**src/hdl/sfr_pkg.sv**
```systemverilog
`timescale 1ns / 1ps
`default_nettype none

package sfr_pkg;

  // Payload bytes carried between header and checksum (range 1 to 16)
  localparam int PAYLOAD_BYTES = 4;
  localparam int OutPayload    = 4;
  localparam int CntW          = $clog2(PAYLOAD_BYTES + 2);
  localparam int SlotW         = (PAYLOAD_BYTES > 1) ? $clog2(PAYLOAD_BYTES) : 1;

  localparam logic [7:0] HeaderReset  = 8'hA5;
  localparam logic [7:0] TrailerReset = 8'hFB;

  typedef enum logic {
    RegHeader  = 1'b0,
    RegTrailer = 1'b1
  } cfg_reg_e;

  typedef enum logic {
    CmdByte = 1'b0,
    CmdTake = 1'b1
  } cmd_e;

  typedef enum logic [3:0] {
    EvStored     = 4'd0,
    EvBadHeader  = 4'd1,
    EvSumOk      = 4'd2,
    EvSumBad     = 4'd3,
    EvFrameDone  = 4'd4,
    EvBadTrailer = 4'd5,
    EvIgnored    = 4'd6,
    EvTaken      = 4'd7,
    EvNone       = 4'd8
  } ev_e;

  typedef struct packed {
    logic       command;
    logic [7:0] rx_byte;
  } in_item_t;

  typedef struct packed {
    logic [3:0] event_res;
    logic       frame_ready;
    logic [7:0] payload_byte1;
    logic [7:0] payload_byte2;
    logic [7:0] payload_byte3;
    logic [7:0] payload_byte4;
  } out_item_t;

  typedef struct packed {
    logic [7:0] header_byte;
    logic [7:0] trailer_byte;
  } cfg_t;

endpackage

`default_nettype wire

```
**src/hdl/sfr_core.sv**
```systemverilog
`timescale 1ns / 1ps
`default_nettype none

module sfr_core import sfr_pkg::*; (
  input  wire logic      clk_i,
  input  wire logic      rst_ni,
  input  wire cfg_t      cfg_i,
  input  wire logic      accept_i,
  input  wire in_item_t  item_i,
  output out_item_t      res_o
);

  logic [CntW-1:0]  byte_count_q, byte_count_d;
  logic             sum_matched_q, sum_matched_d;
  logic             frame_held_q, frame_held_d;
  logic [7:0]       running_sum_q, running_sum_d;
  logic [7:0]       store_q [PAYLOAD_BYTES];
  logic             store_we;
  logic [SlotW-1:0] store_slot;
  logic [CntW-1:0]  slot_wide;
  ev_e              ev;
  logic             show;
  logic [7:0]       shown [OutPayload];

  assign slot_wide  = byte_count_q - CntW'(1);
  assign store_slot = slot_wide[SlotW-1:0];

  always_comb begin
    byte_count_d  = byte_count_q;
    sum_matched_d = sum_matched_q;
    frame_held_d  = frame_held_q;
    running_sum_d = running_sum_q;
    store_we      = 1'b0;
    ev            = EvNone;
    if (item_i.command == CmdTake) begin
      if (frame_held_q) begin
        ev            = EvTaken;
        frame_held_d  = 1'b0;
        byte_count_d  = '0;
        sum_matched_d = 1'b0;
        running_sum_d = '0;
      end
    end else if (frame_held_q) begin
      ev = EvIgnored;
    end else if (sum_matched_q) begin
      if (item_i.rx_byte == cfg_i.trailer_byte) begin
        frame_held_d = 1'b1;
        ev           = EvFrameDone;
      end else begin
        byte_count_d  = '0;
        sum_matched_d = 1'b0;
        running_sum_d = '0;
        ev            = EvBadTrailer;
      end
    end else if (byte_count_q >= CntW'(PAYLOAD_BYTES + 1)) begin
      if (item_i.rx_byte == running_sum_q) begin
        sum_matched_d = 1'b1;
        ev            = EvSumOk;
      end else begin
        byte_count_d  = '0;
        running_sum_d = '0;
        ev            = EvSumBad;
      end
    end else if (byte_count_q == '0) begin
      if (item_i.rx_byte == cfg_i.header_byte) begin
        running_sum_d = item_i.rx_byte;
        byte_count_d  = CntW'(1);
        ev            = EvStored;
      end else begin
        ev = EvBadHeader;
      end
    end else begin
      store_we      = 1'b1;
      running_sum_d = running_sum_q + item_i.rx_byte;
      byte_count_d  = byte_count_q + CntW'(1);
      ev            = EvStored;
    end
  end

  // A take shows the frame it releases; a byte shows the frame held after it
  assign show = (item_i.command == CmdTake) ? frame_held_q : frame_held_d;

  always_comb begin
    for (int j = 0; j < OutPayload; j++) begin
      shown[j] = 8'h00;
      if (show && (j < PAYLOAD_BYTES)) begin
        shown[j] = store_q[(j < PAYLOAD_BYTES) ? j : 0];
      end
    end
  end

  always_comb begin
    res_o.event_res     = ev;
    res_o.frame_ready   = show;
    res_o.payload_byte1 = shown[0];
    res_o.payload_byte2 = shown[1];
    res_o.payload_byte3 = shown[2];
    res_o.payload_byte4 = shown[3];
  end

  always_ff @(posedge clk_i or negedge rst_ni) begin
    if (!rst_ni) begin
      byte_count_q  <= '0;
      sum_matched_q <= 1'b0;
      frame_held_q  <= 1'b0;
      running_sum_q <= '0;
    end else if (accept_i) begin
      byte_count_q  <= byte_count_d;
      sum_matched_q <= sum_matched_d;
      frame_held_q  <= frame_held_d;
      running_sum_q <= running_sum_d;
    end
  end

  always_ff @(posedge clk_i) begin
    if (accept_i && store_we) begin
      store_q[store_slot] <= item_i.rx_byte;
    end
  end

endmodule

`default_nettype wire

```
**src/hdl/serial_frame_receiver.sv**
```systemverilog
`timescale 1ns / 1ps
`default_nettype none

// Deframer for a fixed serial frame: header, PAYLOAD_BYTES payload bytes, an 8-bit
// wrapping sum of header and payload, and a trailer. Each accepted item (one byte or
// one take command) yields exactly one result item; the frame state updates in the
// cycle the item is accepted and the result is registered. One item per cycle is
// sustained; a two-entry output stage (result register plus skid register) keeps
// input accepted while one result waits, and input stalls only when both hold.
// Header and trailer values are written on the configuration port, always ready.
module serial_frame_receiver import sfr_pkg::*; (
  input  wire logic       clk_i,
  input  wire logic       rst_ni,
  input  wire logic       cfg_valid_i,
  output logic            cfg_ready_o,
  input  wire logic       cfg_index_i,
  input  wire logic [7:0] cfg_data_i,
  input  wire logic       in_valid_i,
  output logic            in_stall_o,
  input  wire in_item_t   in_item_i,
  output logic            out_valid_o,
  input  wire logic       out_stall_i,
  output out_item_t       out_item_o
);

  cfg_t      cfg_q;
  out_item_t res;
  out_item_t out_q, skid_q;
  logic      out_valid_q, skid_valid_q;
  logic      in_acc, out_free;

  assign cfg_ready_o = 1'b1;
  assign in_stall_o  = skid_valid_q;
  assign in_acc      = in_valid_i & ~skid_valid_q;
  assign out_free    = ~out_valid_q | ~out_stall_i;
  assign out_valid_o = out_valid_q;
  assign out_item_o  = out_q;

  always_ff @(posedge clk_i or negedge rst_ni) begin
    if (!rst_ni) begin
      cfg_q.header_byte  <= HeaderReset;
      cfg_q.trailer_byte <= TrailerReset;
    end else if (cfg_valid_i) begin
      unique case (cfg_reg_e'(cfg_index_i))
        RegHeader:  cfg_q.header_byte  <= cfg_data_i;
        RegTrailer: cfg_q.trailer_byte <= cfg_data_i;
        default:    ;
      endcase
    end
  end

  sfr_core u_core (
    .clk_i    (clk_i),
    .rst_ni   (rst_ni),
    .cfg_i    (cfg_q),
    .accept_i (in_acc),
    .item_i   (in_item_i),
    .res_o    (res)
  );

  always_ff @(posedge clk_i or negedge rst_ni) begin
    if (!rst_ni) begin
      out_valid_q  <= 1'b0;
      skid_valid_q <= 1'b0;
    end else if (out_free) begin
      if (skid_valid_q) begin
        out_valid_q  <= 1'b1;
        skid_valid_q <= 1'b0;
      end else begin
        out_valid_q <= in_acc;
      end
    end else if (in_acc) begin
      skid_valid_q <= 1'b1;
    end
  end

  // Oldest result moves to the output first
  always_ff @(posedge clk_i) begin
    if (out_free) begin
      out_q <= skid_valid_q ? skid_q : res;
    end else if (in_acc) begin
      skid_q <= res;
    end
  end

endmodule

`default_nettype wire

```
**config.mk**
```make
export PLATFORM = sky130hd
export DESIGN_NAME = serial_frame_receiver
export DESIGN_NICKNAME = d
export VERILOG_FILES = /design/src/hdl/sfr_pkg.sv /design/src/hdl/sfr_core.sv /design/src/hdl/serial_frame_receiver.sv
export SDC_FILE = /design/constraint.sdc
export NUM_CORES = 1
export LEC_CHECK = 0
export BUFFER_PORTS_ARGS = -buffer_cell sky130_fd_sc_hd__buf_2
export CORE_ASPECT_RATIO = 0.5
export CORE_MARGIN = 2
export CORE_UTILIZATION = 42
export CTS_CLUSTER_SIZE = 24
export DETAILED_ROUTE_END_ITERATION = 6
export HOLD_SLACK_MARGIN = 0.15
export PLACE_DENSITY = 0.67
export SKIP_LAST_GASP = 1
export SYNTH_ARGS = -nofsm -noshare
export SYNTH_HDL_FRONTEND = slang
export SYNTH_SLANG_ARGS = --single-unit
```
**constraint.sdc**
```tcl
create_clock -name clk_i -period 3.9 [get_ports clk_i]
set_clock_uncertainty 0.05 [all_clocks]
set_input_delay 0.78 -clock clk_i [delete_from_list [all_inputs] [get_ports clk_i]]
set_output_delay 0.78 -clock clk_i [all_outputs]
set_load 0.03 [all_outputs]
```
### Word level (Yosys, flattened, before mapping)

Memory sizes are Yosys's and may differ from the RTL's.
Cells that the tools add are included.

* memories: 1
* RAM bits: 32
* bits of input ports: 23
* output and inout bits: 40
* register bits after elaboration: 105

* $lt $le $gt $ge: 1
* bitwise logic cells: 7
* add/sub/neg operators: 3
* mux-type cells: 53
* eq/ne operators: 8
* reductions and logical operators: 8

Memories
* u_core.store_q: depth 4, bits a word 8, read ports 4, clocked after memory_dff 0, wr ports 1, line sfr_core.sv:17 `logic [7:0] store_q [PAYLOAD_BYTES];`

Operators with widths (number)
* 2-to-1 mux 8 bit: 13
* 2-to-1 mux 37 bit: 1
* 2-to-1 mux 3 bit: 9
* 2-to-1 mux 1 bit: 25
* == test 8 bit: 3
* 2-to-1 mux 4 bit: 5
* adder 8 bit: 1
* AND reduction 2 bit: 3
* AND reduction 6 bit: 1
* inequality test 5 x 3 -> 1 bit (second input constant): 1
* NOT 1 bit: 5
* inequality test 4 x 3 -> 1 bit (second input constant): 1
* adder 3 x 1 -> 3 bit (second input constant): 1
* >= comparator 3 bit (second input constant): 1
* zero test 3 bit: 1
* inequality test 3 bit (second input constant): 1
* AND reduction 3 bit: 1
* inequality test 2 x 1 -> 1 bit (second input constant): 1
* inequality test 2 bit (second input constant): 1
* nonzero test 2 bit: 1
* subtractor 2 x 1 -> 2 bit (second input constant): 1
* bitwise AND 1 bit: 1
* logical AND 1 bit: 1
* bitwise OR 1 bit: 1

### Depth between registers and ports, before layout

Gate-level depths: netlist of the first run.

* depth in word-level cells: 9
* depth in mapped cells: 10
* gate-level depth less buffers: 10

### Cells and area by module

A second synthesis of the first run with hierarchy kept.

* cell total of the unflattened synthesis: 394
* area total of the unflattened synthesis: 5965.7 µm²

By module, submodules not included
* serial_frame_receiver: area each 3403.3 µm², sequential area each 2686.3 µm², instances 1, cells each 160
* sfr_core: area each 2562.5 µm², sequential area each 1286.2 µm², instances 1, cells each 234

### Worst setup path before layout of the first run

No wires, ideal clock.

* kind: in2reg
* from: input port out_stall_i
* to: register skid_q[0] in the netlist's numbering, enable pin
* required time: 3.419 ns
* data arrival time: 3.319 ns
* path buffers: 0
* setup slack: 0.100 ns
* cell stages on the path: 2
* setup time: 0.431 ns
* cell sequence: nand2_1 -> nor2_1

* cells in the longest elaborated chain, start to end: 4

Ends and longest elaborated chain
* start, declared: line serial_frame_receiver.sv:22 `input wire logic out_stall_i,`
* NOT 1 bit: line serial_frame_receiver.sv:35 `assign out_free = ~out_valid_q | ~out_stall_i;`
* bitwise OR 1 bit: line serial_frame_receiver.sv:35
* NOT 1 bit (no source line)
* AND reduction 2 bit (no source line)
* end signal, assigned: line serial_frame_receiver.sv:82 `skid_q <= res;`
* end, declared: line serial_frame_receiver.sv:28 `out_item_t out_q, skid_q;`

Every way passes these cells.
A chain may end at the register's enable or synchronous reset.

### Worst setup path in the final report of the first run

* from: register u_core.byte_count_q[1]
* to: memory u_core.store_q[3][3], enable pin

* cells in the longest elaborated chain, start to end: 9
* elaborated cells on any way between the ends: 11

Ends and longest elaborated chain
* start, declared: line sfr_core.sv:13 `logic [CntW-1:0] byte_count_q, byte_count_d;`
* start signal, assigned: line sfr_core.sv:108 `byte_count_q <= byte_count_d;`
* parallel branches: the longest is 9 deep, another holds >= comparator 3 bit
* end, declared: line sfr_core.sv:17

Parallel ways; which one is timed is not known.

==> reports/metrics.yaml, run 1 <==
r2r_slack_ns: 1.12
drt_pass1_iterations: 5
dieHeight_um: 88.5
overflow: 0
synth.ff_latch_count: 137
io_pins: 63
netlist_instances: 386
slowest_stage: "nor4_1"
path_delay_family: "simple AND/OR/NAND/NOR gates"
synth.area.top_cells: "edfxtp_1, mux2_2, dfrtp_1"
drv_slew: 0
finalCritPeriodShare: 0.714
intPower_mw: 2.93
worstPathRequired_ns: 3.91
p_leak_nw: 2.79
endpoint_kind: "flip-flop"
clk_pin_slew_ns: 0.05
synth.top_cell.area_share: 0.531
max_stage_delay_ns: 0.57
post_cts_resized: 0
pwr-share-comb: 0.192
fmax_mhz: 359
vias: 3219
place_congestion: 0.807
setup_tns_ns: 0
p_per_area_nw_per_um2: 580
core_um2: 13700
synth_nets: 424
wl_mm: 11.0
synth-seq-area-share: 0.662
post_drt_wl_per_cell_um: 16.6
cts-buffers-inserted: 17
yosys.area.top_type: "edfxtp_1"
postCtsSetupBuffers: 0
floorplan.initialDensity: 0.437
drc_errors: 0
io_buffers: 61
worstPathCellList: "inv_1, ha_1, o31a_1, nand2b_1, nor4_1, and2_1"
grt_pass1_wl_mm: 17.4
pwr-share-seq: 0.447
cts.sinks: 137
grt_pass1_vias: 3267
r2r-end: "u_core.store_q[3][3]$_DFFE_PP_"
synth_warnings: 0
nNetsFinal: 494
cts_buffer_depth: 2
crit_fanout: 9
syn_area_um2: 6000
synthFlopType: "edfxtp_1"
diodes: 0
rr_startpoint: "u_core.byte_count_q[1]$_DFFE_PN0P_"
cts_tree: "yes"
worst-path-stages: 6
dp_hpwl_mm: 6.94
status: "finished clean"
sw_frac_of_total: 0.281
synthArstFlopShare: 0.226
antenna_found_initial: 0
h-tree-depth: 4
critPathBufInv: 1
setup_violations: 0
finalHoldViolations: 0
cts-hold-fix-buffers: 0
grt_max_degree: 41
track_usage: 0.152
netlist-cell-type-count: 56
drt_iter0_markers: 230
die_w_um: 173
critPathLaunch: "u_core.byte_count_q[1]$_DFFE_PN0P_"
clk_latency_ns: 0.41
vdd_drop_max_v: 0.000347
p_sw_mw: 1.15
areaGrowthSynthToFinish_pct: 17.2
synth_edf_count: 106
avgSynthCellArea_um2: 15.5
ant_nets: 0
worstPathArrival_ns: 2.79
start_kind: "flip-flop"
maxSlewHeadroom: 0.482
crit_end: "u_core.store_q[3][3]$_DFFE_PP_"
dieArea_um2: 15300
worst_slack_ns: 1.12
rsz0062_at_grt: "false"
drv_cap: 0
cts-root-buf: "clkbuf_16"
worstSetupPathType: "flip-flop to flip-flop"
num_rows: 30
pre_cts_ws_ns: 1.00
worst_pin_slew_ns: 0.776
hp-class: "primary input to async pin"
rr_worst_depth: 6
drive_gt1_frac: 0.435
final.min_clock_period_ns: 2.78
via_per_inst: 4.87
clockPowerShare: 0.361
==> stage by stage <==
step,hold slack [ns],area (um^2),utilization,std cells,power [mW]
after floorplan,0.434,6000,-,386,2.42
after global placement,0.448,6490,0.472,629,2.61
after detailed placement,0.454,6490,0.472,629,2.63
after CTS,0.390,7030,0.512,661,4.10
after global routing,0.422,7030,0.512,661,4.28
final,0.378,7030,0.512,661,4.08
==> state kept, by name, summed over array words and instances (netlist names) <==
name and flops:
cfg_q 16, in_stall_o 1, out_item_o 37, out_valid_o 1, skid_q 37, u_core.byte_count_q 3, u_core.frame_held_q 1, u_core.running_sum_q 8
u_core.store_q 32, u_core.sum_matched_q 1
==> power by group through the flow <==
stage          combinational [mW]  clock (mW)  sequential [mW]
2_1_floorplan               0.506           0             1.91
3_3_place_gp                0.767           0             1.85
3_5_place_dp                0.780           0             1.85
4_1_cts                     0.787        1.50             1.82
5_1_grt                     0.873        1.57             1.84
6_report                    0.783        1.47             1.82
==> layout by cell type, fill, tap and decap left out, types with 3 or more instances in the layout <==
master	n
clkbuf_16	17
nand2_1	15
clkbuf_1	3
inv_1	9
buf_4	5
xor2_1	6
o21ai_0	10
mux2_2	58
dfstp_2	11
ha_1	14
nor2b_1	4
nand3_1	4
clkinv_2	4
nor2_1	12
and2_1	4
nor3_1	3
and2_4	18
nand4_1	3
clkinv_4	3
xnor2_1	10
edfxtp_1	106
and2_2	14
a21oi_1	6
dfrtp_1	20
nor4_1	5
nand2b_1	3
buf_2	61
==> cells in the mapped netlist, types with 2 or more instances <==
library cell  number
nand3_1            4
clkbuf_1           6
o21ai_0           10
o21a_1             2
or3_1              2
dfrtp_1           20
xor2_1             6
a21o_1             2
a211oi_1           2
ha_1              14
xnor2_1           10
and2_4            18
and2_2            14
inv_1              9
edfxtp_1         106
nand4_1            3
a21oi_1            6
nor2_1            13
dfstp_2           11
buf_6              5
and2_1             4
nand2_1           16
nor4_1             5
o211ai_1           2
nor3_1             3
nor2b_1            4
nand2b_1           3
mux2_2            58
==> layout make-up <==
type | instances | area (um^2)
Fill cell | 1199 | 6710
Sequential cell | 137 | 3970
Multi-Input combinational cell | 225 | 1900
Clock buffer | 20 | 437
Timing Repair Buffer | 66 | 343
Tap cell | 192 | 240
Clock inverter | 12 | 103
Inverter | 9 | 33.8
==> metal layers <==
metal,share of wire,global-route usage
met1,0.49,0.202
met2,0.45,0.240
met3,0.049,0.0434
met4,0.011,0.0601
met5,0,0
==> worst min path at each step <==
stage	cells after the start	slack, ns	to
2_1_floorplan	0	0.43	cfg_q[11]$_DFFE_PN0P_
3_3_place_gp	1	0.45	u_core.running_sum_q[3]$_DFFE_PN0P_
3_5_place_dp	1	0.45	u_core.running_sum_q[3]$_DFFE_PN0P_
4_1_cts	1	0.39	cfg_q[12]$_DFFE_PN0P_
5_1_grt	1	0.42	u_core.sum_matched_q$_DFFE_PN0P_
6_report	1	0.38	cfg_q[12]$_DFFE_PN0P_
==> logic make-up (layout without fill, tap and decap cells) <==
kind of cell / Yosys count / in the layout / share of synthesized area
other cells: 1 / 1 / 0.000625
xor+xnor: 17 / 17 / 0.0261
mux: 59 / 59 / 0.111
compound gates: 40 / 40 / 0.0490
flops: 137 / 137 / 0.662
simple gates: 93 / 93 / 0.0964
fa+ha+maj: 15 / 15 / 0.0325
buf+inv: 24 / 107 / 0.0223
Power figures use the tool's default switching activity.
==> inputs of run 2 (changes only) <==
==> constraint.sdc (replaced) <==
create_clock -name clk_i -period 2.9 [get_ports clk_i]
set_clock_uncertainty 0.05 [all_clocks]
set_input_delay 0.58 -clock clk_i [delete_from_list [all_inputs] [get_ports clk_i]]
set_output_delay 0.58 -clock clk_i [all_outputs]
set_load 0.03 [all_outputs]
==> run 2 against run 1 <==
Compared with the run above: fmax up 11%; critical path type unchanged; critical path depth unchanged; final cell count up 0.76%; worst hold slack worse by 0.21 ns; clock power up 44%; first-iteration DRC count up 28%.
==> reports/metrics.yaml, run 2 (same netlist as run 1, synthesis figures left out) <==
rr_startpoint: "u_core.byte_count_q[1]$_DFFE_PN0P_"  # unchanged
cts_buffer_depth: 2  # unchanged
nNetsFinal: 499  # was 494
ant_nets: 0  # unchanged
floorplan.initialDensity: 0.437  # unchanged
post_cts_resized: 0  # unchanged
postCtsSetupBuffers: 0  # unchanged
endpoint_kind: "flip-flop"  # unchanged
rr_worst_depth: 6  # unchanged
r2r-end: "u_core.store_q[1][1]$_DFFE_PP_"  # was u_core.store_q[3][3]$_DFFE_PP_
hp-class: "primary input to async pin"  # unchanged
via_per_inst: 4.87  # about the same
io_buffers: 61  # unchanged
cts-root-buf: "clkbuf_16"  # unchanged
core_um2: 13700  # unchanged
place_congestion: 0.828  # was 0.807
io_pins: 63  # unchanged
worstPathRequired_ns: 2.92  # was 3.91 ns
finalHoldWorstSlack_ns: 0.168  # was 0.378 ns
grt_pass1_vias: 3382  # was 3267
rsz0062_at_grt: "false"  # unchanged
crit_end: "u_core.store_q[1][1]$_DFFE_PP_"  # was u_core.store_q[3][3]$_DFFE_PP_
cts-buffers-inserted: 17  # unchanged
die_w_um: 173  # unchanged
start_kind: "flip-flop"  # unchanged
final_common_cell: "edfxtp_1"  # unchanged
worstSetupPathType: "flip-flop to flip-flop"  # unchanged
cts_tree: "yes"  # unchanged
vias: 3245  # was 3219
r2r_slack_ns: 0.38  # was 1.12 ns
fmax_mhz: 397  # was 359 MHz
drive_gt1_frac: 0.449  # was 0.435
finalCritPeriodShare: 0.868  # was 0.714
drt_iter0_markers: 295  # was 230
maxSlewHeadroom: 0.497  # was 0.482
worst_pin_slew_ns: 0.752  # was 0.776 ns
setup_tns_ns: 0  # unchanged
finalHoldViolations: 0  # unchanged
final_cell_mix: "edfxtp_1, buf_2, mux2_2"  # unchanged
grt_max_degree: 40  # was 41
clk_latency_ns: 0.41  # about the same
diodes: 0  # unchanged
drc_errors: 0  # unchanged
final.min_clock_period_ns: 2.52  # was 2.78 ns
dieHeight_um: 88.5  # unchanged
cts-hold-fix-buffers: 0  # unchanged
crit_fanout: 8  # was 9
status: "finished clean"  # unchanged
p_per_area_nw_per_um2: 789  # was 580 nW/um^2
worst_slack_ns: 0.383  # was 1.12 ns
num_rows: 30  # unchanged
dp_hpwl_mm: 7.01  # was 6.94 mm
drt_pass1_iterations: 4  # was 5
p_leak_nw: 2.83  # was 2.79 nW
dieArea_um2: 15300  # unchanged
drv_cap: 0  # unchanged
overflow: 0  # unchanged
cts.sinks: 137  # unchanged
wl_mm: 11.2  # was 11.0 mm
setup_violations: 0  # unchanged
areaGrowthSynthToFinish_pct: 18.7  # was 17.2%
track_usage: 0.161  # was 0.152
critPathLaunch: "u_core.byte_count_q[1]$_DFFE_PN0P_"  # unchanged
vdd_drop_max_v: 0.000460  # was 0.000347 V
drv_slew: 0  # unchanged
pre_cts_ws_ns: 0.238  # was 1.00 ns
grt_pass1_wl_mm: 18.3  # was 17.4 mm
clk_pin_slew_ns: 0.06  # was 0.05 ns
worstPathArrival_ns: 2.54  # was 2.79 ns
antenna_found_initial: 0  # unchanged
h-tree-depth: 4  # unchanged
post_drt_wl_per_cell_um: 16.8  # was 16.6 um
-- run 2: cell types whose count changed in the layout (fill, tap and decap cells not counted) --
cell,before,now
buf_4,5,9
clkbuf_1,3,0
inv_6,0,2
buf_12,0,1
bufinv_16,1,2
clkinv_1,2,1
clkinv_4,3,2
clkinvlp_2,0,1
clkinvlp_4,1,2
-- run 2: power breakdown --
part	switching, mW	total [mW]	internal [mW]	leakage, nW
registers	0.104	2.45	2.35	1.40
clock network	0.851	2.12	1.27	0.279
logic	0.623	1.05	0.426	1.15
-- run 2: worst min-delay path by stage --
stage	from	endpoint	slack (ns)	cells past startpoint
3_5_place_dp	u_core.running_sum_q[0]$_DFFE_PN0P_	u_core.running_sum_q[0]$_DFFE_PN0P_	0.46	1
6_report	rst_ni	u_core.running_sum_q[2]$_DFFE_PN0P_	0.17	1
2_1_floorplan	rst_ni	cfg_q[11]$_DFFE_PN0P_	0.23	0
4_1_cts	rst_ni	cfg_q[12]$_DFFE_PN0P_	0.19	1
5_1_grt	rst_ni	cfg_q[2]$_DFFE_PN0P_	0.21	1
3_3_place_gp	u_core.running_sum_q[3]$_DFFE_PN0P_	u_core.running_sum_q[3]$_DFFE_PN0P_	0.45	1
-- run 2: cell type report --
class	count	area [um^2]
Fill cell	1138	6620
Sequential cell	137	3970
Multi-Input combinational cell	225	1900
Clock buffer	17	425
Timing Repair Buffer	71	393
Tap cell	192	240
Clock inverter	15	150
Inverter	9	33.8
-- run 2: routing by layer --
| layer | up-vias | track usage | share of wire |
|---|---|---|---|
| met5 | - | 0 | 0 |
| met4 | 0 | 0.0693 | 0.015 |
| met3 | 14 | 0.0395 | 0.033 |
| met2 | 59 | 0.265 | 0.47 |
| met1 | 1597 | 0.208 | 0.48 |
| li1 | 1575 | - | - |
-- run 2: critical path, cell delays in order (launching register included) --
cell and delay [ns]:
dfrtp_1 0.41, inv_1 0.12, ha_1 0.19, o31a_1 0.30, nand2b_1 0.18, nor4_1 0.46, and2_1 0.46
-- run 2: per-stage QoR --
stage	std cells	area, um^2	power, mW	util
floorplan	386	6000	3.25	-
global placement	634	6540	3.51	0.476
detailed placement	634	6540	3.54	0.476
CTS	666	7120	5.66	0.518
global route	666	7120	5.89	0.518
finish	666	7120	5.61	0.518
